[src/usb_audio_rate_estimator_top_defines.svh]
`ifndef USB_AUDIO_RATE_ESTIMATOR_TOP_DEFINES_SVH
`define USB_AUDIO_RATE_ESTIMATOR_TOP_DEFINES_SVH

`ifndef SYNTHESIS
`define USBARE_ASSERT_NOW(lbl, ante, cons) \
  lbl: assert property (@(posedge clk) disable iff (!rst_n) (ante) |-> (cons)) \
    else $error("assertion failed");
`define USBARE_ASSERT_NEXT(lbl, ante, cons) \
  lbl: assert property (@(posedge clk) disable iff (!rst_n) (ante) |=> (cons)) \
    else $error("assertion failed");
`else
`define USBARE_ASSERT_NOW(lbl, ante, cons)
`define USBARE_ASSERT_NEXT(lbl, ante, cons)
`endif

`endif

[src/usbare_pkg.sv]
package usbare_pkg;

  typedef enum logic [2:0] {
    ST_IDLE,
    ST_EXEC,
    ST_CLOSE,
    ST_NOMDIV,
    ST_DIV1,
    ST_DIV2,
    ST_DONE
  } seq_state_t;

  typedef enum logic [1:0] {
    DV_IDLE,
    DV_NORM,
    DV_CALC
  } div_state_t;

  typedef struct packed {
    logic        start;
    logic [31:0] a;
    logic [31:0] b;
  } div_req_t;

  typedef struct packed {
    logic              busy;
    logic              done;
    logic [31:0]       m;
    logic signed [7:0] e;
  } div_rsp_t;

  localparam logic [31:0] NOMINAL_Q31 = 32'h8000_0000;

  localparam logic [1:0] REG_NOMINAL    = 2'd0;
  localparam logic [1:0] REG_REF_TICKS  = 2'd1;
  localparam logic [1:0] REG_PERIOD     = 2'd2;
  localparam logic [1:0] REG_IDLE_LIMIT = 2'd3;

  localparam logic [23:0] RST_NOMINAL    = 24'd128000;
  localparam logic [31:0] RST_REF_TICKS  = 32'd100000000;
  localparam logic [31:0] RST_PERIOD     = 32'd25000000;
  localparam logic [7:0]  RST_IDLE_LIMIT = 8'd8;

  localparam logic [7:0] IDLE_SAT = 8'hFF;

  function automatic logic [31:0] to_q31(input logic [31:0] m, input logic signed [7:0] e);
    logic [7:0]  rsh;
    logic [7:0]  rsh_m1;
    logic [31:0] hi;
    logic        rb;
    rsh    = 8'(-8'sd31 - e);
    rsh_m1 = rsh - 8'd1;
    hi     = (rsh >= 8'd32) ? 32'd0 : (m >> rsh[4:0]);
    rb     = (rsh_m1 >= 8'd32) ? 1'b0 : m[rsh_m1[4:0]];
    if (e < -8'sd31) begin
      return hi + {31'd0, rb};
    end else if (e > -8'sd31) begin
      return 32'hFFFF_FFFF;
    end
    return m;
  endfunction

endpackage

[src/usbare_div.sv]
module usbare_div
  import usbare_pkg::*;
(
  input  logic     clk,
  input  logic     rst_n,
  input  div_req_t req,
  output div_rsp_t rsp
);

  div_state_t        state_r, state_nxt;
  logic [31:0]       na_r, na_nxt;
  logic [31:0]       nb_r, nb_nxt;
  logic [4:0]        za_r, za_nxt;
  logic [4:0]        zb_r, zb_nxt;
  logic [32:0]       rem_r, rem_nxt;
  logic [31:0]       q_r, q_nxt;
  logic [4:0]        cnt_r, cnt_nxt;
  logic              pre31_r, pre31_nxt;
  logic [31:0]       m_r, m_nxt;
  logic signed [7:0] e_r, e_nxt;
  logic              done_r, done_nxt;
  logic              qbit;
  logic [32:0]       diff;

  always_comb begin
    state_nxt = state_r;
    na_nxt    = na_r;
    nb_nxt    = nb_r;
    za_nxt    = za_r;
    zb_nxt    = zb_r;
    rem_nxt   = rem_r;
    q_nxt     = q_r;
    cnt_nxt   = cnt_r;
    pre31_nxt = pre31_r;
    m_nxt     = m_r;
    e_nxt     = e_r;
    done_nxt  = 1'b0;
    qbit      = (rem_r >= {1'b0, nb_r});
    diff      = qbit ? (rem_r - {1'b0, nb_r}) : rem_r;
    unique case (state_r)
      DV_IDLE: begin
        if (req.start) begin
          na_nxt    = req.a;
          nb_nxt    = req.b;
          za_nxt    = '0;
          zb_nxt    = '0;
          state_nxt = DV_NORM;
        end
      end
      DV_NORM: begin
        if (!na_r[31]) begin
          na_nxt = {na_r[30:0], 1'b0};
          za_nxt = za_r + 5'd1;
        end
        if (!nb_r[31]) begin
          nb_nxt = {nb_r[30:0], 1'b0};
          zb_nxt = zb_r + 5'd1;
        end
        if (na_r[31] && nb_r[31]) begin
          pre31_nxt = (na_r >= nb_r);
          rem_nxt   = (na_r >= nb_r) ? {1'b0, na_r} : {na_r, 1'b0};
          q_nxt     = '0;
          cnt_nxt   = 5'd31;
          state_nxt = DV_CALC;
        end
      end
      DV_CALC: begin
        q_nxt   = {q_r[30:0], qbit};
        rem_nxt = {diff[31:0], 1'b0};
        cnt_nxt = cnt_r - 5'd1;
        if (cnt_r == 5'd0) begin
          m_nxt     = {q_r[30:0], qbit};
          e_nxt     = $signed({3'b0, zb_r}) - $signed({3'b0, za_r})
                      - (pre31_r ? 8'sd31 : 8'sd32);
          done_nxt  = 1'b1;
          state_nxt = DV_IDLE;
        end
      end
      default: state_nxt = DV_IDLE;
    endcase
  end

  always_ff @(posedge clk) begin
    if (!rst_n) begin
      state_r <= DV_IDLE;
      done_r  <= 1'b0;
    end else begin
      state_r <= state_nxt;
      done_r  <= done_nxt;
    end
  end

  always_ff @(posedge clk) begin
    na_r    <= na_nxt;
    nb_r    <= nb_nxt;
    za_r    <= za_nxt;
    zb_r    <= zb_nxt;
    rem_r   <= rem_nxt;
    q_r     <= q_nxt;
    cnt_r   <= cnt_nxt;
    pre31_r <= pre31_nxt;
    m_r     <= m_nxt;
    e_r     <= e_nxt;
  end

  assign rsp.busy = (state_r != DV_IDLE);
  assign rsp.done = done_r;
  assign rsp.m    = m_r;
  assign rsp.e    = e_r;

endmodule

[config.mk]
export PLATFORM = sky130hd
export DESIGN_NAME = usbare_div
export DESIGN_NICKNAME = d
export VERILOG_FILES = /design/src/usb_audio_rate_estimator_top_defines.svh /design/src/usbare_pkg.sv /design/src/usbare_div.sv
export SDC_FILE = /design/constraint.sdc
export NUM_CORES = 1
export LEC_CHECK = 0
export ABC_CLOCK_PERIOD_IN_PS = 9560
export BUFFER_PORTS_ARGS = -buffer_cell sky130_fd_sc_hd__buf_2
export CAP_MARGIN = 20
export CORE_AREA = 2 2 141 143
export DETAILED_ROUTE_END_ITERATION = 16
export DIE_AREA = 0 0 143 145
export PLACE_DENSITY = 0.79
export SLEW_MARGIN = 20
export SYNTH_ARGS = -nofsm -noshare
export SYNTH_HDL_FRONTEND = slang
export SYNTH_SLANG_ARGS = --single-unit
export TNS_END_PERCENT = 100
[constraint.sdc]
create_clock -name clk -period 9.56 [get_ports clk]
set_input_delay 0.956 -clock clk [delete_from_list [all_inputs] [get_ports clk]]
set_output_delay 0.956 -clock clk [all_outputs]
set_load 0.1 [all_outputs]
# Yosys cells after proc, flatten, opt, wreduce, memory -nomap -nowiden
# Cells that the tools add are included.
# word_totals
wordCells	68
in_bits	67
register_bits	187
# classes
add_sub_neg	6
reduce_logical	14
n_lt_le_gt_ge	2
eq_ne	7
muxes	25
# ops
operator	n
$mux 32	5
$pmux 32 s2	2
$mux 33	2
$pmux 33 s2	1
$pmux 31 s2	1
$ge 33x32->1	1
$ge 32x32->1	1
$sub 32x32->32	1
$mux 31	1
$pmux 5 s2	3
$mux 5	4
$add 5x1->5 const B	2
$ne 2x2->1 const B	5
$reduce_and 2->1	5
$reduce_and 3->1	3
$sub 6x7->8	1
$mux 2	3
$mux 6	1
$pmux 2 s3	1
$reduce_bool 2->1	3
$sub 5x5->6	1
$logic_not 5->1	1
$sub 5x1->5 const B	1
$eq 2x1->1 const B	1
other kinds (4)	4

# Longest topological paths before layout
# depth
depth_word	4
mapped_depth	14
depth_no_buf	13

# Least setup slack after synthesis
# OpenSTA, ideal clock, no wires.
# synth_path
kind	input-to-reg
startpoint	in req[64] (netlist bit)
endpoint	reg na_r[0], enable pin
setup_time_ns	0.441
stages	2
required_ns	9.119
arrival_time_ns	2.809
path_slack_ns	6.310
path_cell_list	nand2_1 > a21oi_1
# synth_between
elab_chain_len	2
# synth_rtl
item	line	source
from (decl)	usbare_div.sv:6	input div_req_t req,
$ne 2x2->1 (no line)	-	
$reduce_and 3->1 (no line)	-	
to (signal assigned)	usbare_div.sv:94	na_r <= na_nxt;
to (decl)	usbare_div.sv:11	logic [31:0] na_r, na_nxt;
# No other way between the ends.
# A chain may end at the register's enable or synchronous reset.

# Worst setup path after layout
# layout_path
startpoint	reg nb_r[31]
endpoint	reg rem_r[12], data pin
# layout_between
elab_chain_len	4
elab_cells_between_ends	6
# layout_rtl
item	line	source
from (decl)	usbare_div.sv:12	logic [31:0] nb_r, nb_nxt;
from (signal assigned)	usbare_div.sv:95	nb_r <= nb_nxt;
$ge 32x32->1	usbare_div.sv:61	rem_nxt = (na_r >= nb_r) ? {1'b0, na_r} : {na_r, 1'b0};
$mux 33	usbare_div.sv:61	
$mux 33	usbare_div.sv:59	if (na_r[31] && nb_r[31]) begin
$pmux 33 s2 (*)	usbare_div.sv:40	unique case (state_r)
via rem_nxt[12]	usbare_div.sv:15	logic [32:0] rem_r, rem_nxt;
to (signal assigned)	usbare_div.sv:98	rem_r <= rem_nxt;
to (decl)	usbare_div.sv:15	
# Mark *: on every way through the listed nets, which the timed path passes. The rest lies on a longest branch. The select of a mux whose other input is x is not followed.

==> summary.md <==
| Metric | Value |
|---|---|
| GRT Residual Overflow | `0` |
| IO Count | `109` |
| Max-Cap Viols | `0` |
| FF+latch count, synth | `187` |
| Yosys top cell by area | `edfxtp_1` |
| Hold-fix buffers at CTS | `0` |
| Post-CTS sizing | `0` |
| Setup violators final | `0` |
| Synthesized area per cell | `10.96 sq um` |
| Share of cells above drive strength 1 | `15.72%` |
| Vias in the first global route | `7,929` |
| Post-Synthesis Net Count | `1,180` |
| Layout fillers | `1,525` |
| Fin. max-slew vios | `0` |
| Largest net degree at the start of global routing | `125` |
| Input/output buffers | `108` |
| Max Freq | `265.1 MHz` |
| Worst clock skew | `0.01204 ns` |
| Cell count of the worst reg-to-reg path | `12` |
| Hold_ws | `0.4196 ns` |
| Status | `complete, no violations` |
| Final period utilization | `39.46%` |
| Worst setup SP type | `flop` |
| Vias | `8,228` |
| Num CTS Buffers | `17` |
| Final hold viol count | `0` |
| Fraction of registers with async set or reset after synthesis | `0%` |
| Met1 track demand over resource | `34.29%` |
| Met3 usage in global routing | `3.531%` |
| Slew of the pin with the lowest slew margin | `1.109 ns` |
| WL/cell | `18.30 microns` |
| Total clock sinks | `187` |
| Area Overhead vs Synth | `11.47%` |
| Lkg Pwr | `5.351 nW` |
| Core Util, Final | `65.51%` |
| Setup crit end kind | `flop` |
| Crit path kind | `reg -> reg` |
| NumNets Final | `1,263` |
| Ys flop type | `edfxtp_1` |
| Met2 usage | `40.55%` |
| Area contributors post-synth | `edfxtp_1 49%, ha_1 8.9%, mux2i_1 5.0%` |
| Worst slew margin | `25.78%` |
| Initial Utilization | `58.76%` |
| Synth top area share | `48.95%` |
| GR peak layer | `met2` |
| Inserted Diodes | `0` |
| GP Congestion | `0.9499` |
| Post-CTS setup buffers | `0` |
| Clock-pin transition on the worst setup and hold timing paths | `0.08 ns` |
| Hpwl dp | `17,750 microns` |
| Die X-Extent | `143 microns` |
| Number of DRC markers in iteration 0 | `802` |
| Peak VDD IR | `0.1388 mV` |
| Chip height | `145 microns` |
| Setup TNS | `0 ns` |
| Cell area after synthesis | `11,290 sq um` |
| Remaining DRCs | `0` |
| Tmin final | `3.772 ns` |
| Unrepaired setup endpoints after global routing | `no` |
| Fin cells | `1,391` |
| Initial antenna violation count | `0` |
| Netlist cell types | `77` |
| DRT antenna net count | `0` |
| GRT Resource Usage Total | `25.10%` |
| Clock tree buffer depth | `2` |
| Post-synthesis sequential area ratio | `49.48%` |
| Root buffer cell | `clkbuf_16` |
| Inst Count DP | `1,359` |
| Global-route wire length before repair | `41,090 microns` |
| Min-Delay Path Depth | `0` |
| Power per standard cell area | `207.3 nW/um^2` |
| Max FO, Critical Path | `31` |
| EDFF count, synth | `184` |
| Req. time, crit path | `9.72 ns` |
| CTS tree | `built` |
| Total wire length | `25,450 microns` |
| Die area | `20,740 sq um` |
| Row count | `51` |
| Clk_lat worst skew | `0.44 ns` |
| Hold Crit Class | `reg -> reg` |
| Htree depth | `4` |
| Number of vias per cell | `5.915` |
| Synth Warn # | `0` |
| Drt pass-1 iters | `5` |
| Worst path arrival time | `3.93 ns` |
| Core Region | `19,210 sq um` |
| Synthesized instance count | `1,030` |
## cells by family (layout without fill, tap and decap cells)
logic type | count (synthesis) | after routing | share of synthesized area [%]
XOR/XNOR | 35 | 35 | 2.716
buffers and inverters | 113 | 209 | 4.378
AND/OR/NAND/NOR | 302 | 302 | 13.59
adder cells (fa/ha/maj) | 83 | 83 | 9.400
flip-flops | 187 | 187 | 49.48
multiplexers | 57 | 57 | 5.066
AO/OA/AOI/OAI | 253 | 253 | 15.36
## stage by stage
step           setup slack, ns  area (sq um)  total power [W]
2_1_floorplan            6.310         11290         0.001702
3_3_place_gp             6.024         11990         0.001865
3_5_place_dp             5.837         11990         0.001888
4_1_cts                  5.840         12580         0.002605
5_1_grt                  5.492         12580         0.002741
6_report                 5.788         12580         0.002608
## placed cells by master (no fill, tap or decap), types with 3 or more instances in the layout
cell type,netlist,layout
nand2b_1,31,30
inv_6,0,7
nand2_2,1,3
o211a_1,3,3
a211oi_1,11,11
a311oi_1,4,4
nor3_1,16,16
xor2_1,16,16
o21bai_1,3,3
a21o_1,32,32
mux2i_1,56,56
a21oi_1,49,47
or3_1,5,5
nand3_1,22,22
nand4_1,12,12
nand2_1,103,101
a22oi_1,3,3
clkbuf_16,0,17
ha_1,80,80
o21ai_0,61,61
buf_4,2,7
xnor2_1,19,19
nor2b_1,6,5
nor2_1,47,47
dfxtp_1,3,3
buf_2,9,108
and2_1,36,35
a31oi_1,6,6
edfxtp_1,184,184
o21a_1,11,11
a211o_1,3,3
a21oi_2,3,3
and3_1,7,7
o31ai_1,37,37
inv_1,60,60
fa_1,3,3
## final timing paths
| check | to | slack [ns] | startpoint |
|---|---|---|---|
| setup / recovery | rem_r[12] | 5.79 | nb_r[31] |
| hold / removal | m_r[31] | 0.42 | q_r[30] |
| setup reg to reg | rem_r[12] | 5.79 | nb_r[31] |
| hold reg to reg | m_r[31] | 0.42 | q_r[30] |
## power by group
| part | leakage (nW) | switching (W) | total, W | internal, W |
|---|---|---|---|---|
| registers | 1.75 | 0.0000509 | 0.00107 | 0.00102 |
| clock network | 0.282 | 0.000327 | 0.000719 | 0.000392 |
| logic | 3.32 | 0.000498 | 0.000823 | 0.000324 |
## cells in the mapped netlist, drive strengths merged (3+ instances only)
| cell | instances |
|---|---|
| clkbuf | 35 |
| a22oi | 3 |
| buf | 17 |
| a21o | 32 |
| a211oi | 11 |
| a2111oi | 4 |
| edfxtp | 184 |
| xor2 | 16 |
| o21ai | 61 |
| and2 | 36 |
| or3 | 5 |
| fa | 3 |
| xnor2 | 19 |
| a211o | 3 |
| o31ai | 37 |
| nand2b | 31 |
| o21bai | 6 |
| nor2b | 6 |
| a31oi | 7 |
| nor2 | 48 |
| nand4 | 12 |
| nor4 | 3 |
| o211a | 3 |
| a311oi | 4 |
| dfxtp | 3 |
| o21a | 11 |
| mux2i | 56 |
| nor3 | 18 |
| a21oi | 52 |
| inv | 61 |
| nand2 | 105 |
| ha | 80 |
| nand3 | 23 |
| and3 | 7 |
## layout make-up
class                           instances  area [sq um]  share of cell area, %
Multi-Input combinational cell        730          5246                  41.70
Inverter                               61         229.0                  1.820
Clock inverter                         14         156.4                  1.243
Timing Repair Buffer                  116         604.3                  4.803
Sequential cell                       187          5585                  44.39
Tap cell                              265         331.6                  2.635
Clock buffer                           18         429.2                  3.411
## metal layers
layer | share of wire (%) | vias to the layer above | wire length, microns
met5 | 0 | - | 0
met3 | 6.1 | 53 | 1542
met1 | 43 | 3901 | 11000
li1 | - | 3968 | -
met4 | 3.3 | 0 | 841
met2 | 47 | 306 | 12060
## state kept, by name, indices dropped and copies added, names as in the netlist, 2 cells and up
signal	count
e_r	8
state_r	2
nb_r	32
zb_r	5
q_r	31
rem_r	33
m_r	32
na_r	32
za_r	5
cnt_r	5
## critical path, stage by stage, from the launching register on
cell and delay (ns):
edfxtp_1 0.32, buf_4 0.37, inv_1 0.20, ha_1 0.43, nand4b_1 0.20, nor4_2 0.23, a31oi_2 0.18, o21ai_0 0.24
buf_4 0.25, nand2_4 0.10, inv_2 0.59, mux2i_1 0.27, mux2i_1 0.10
No activity file was read; power rests on OpenSTA's default activity.
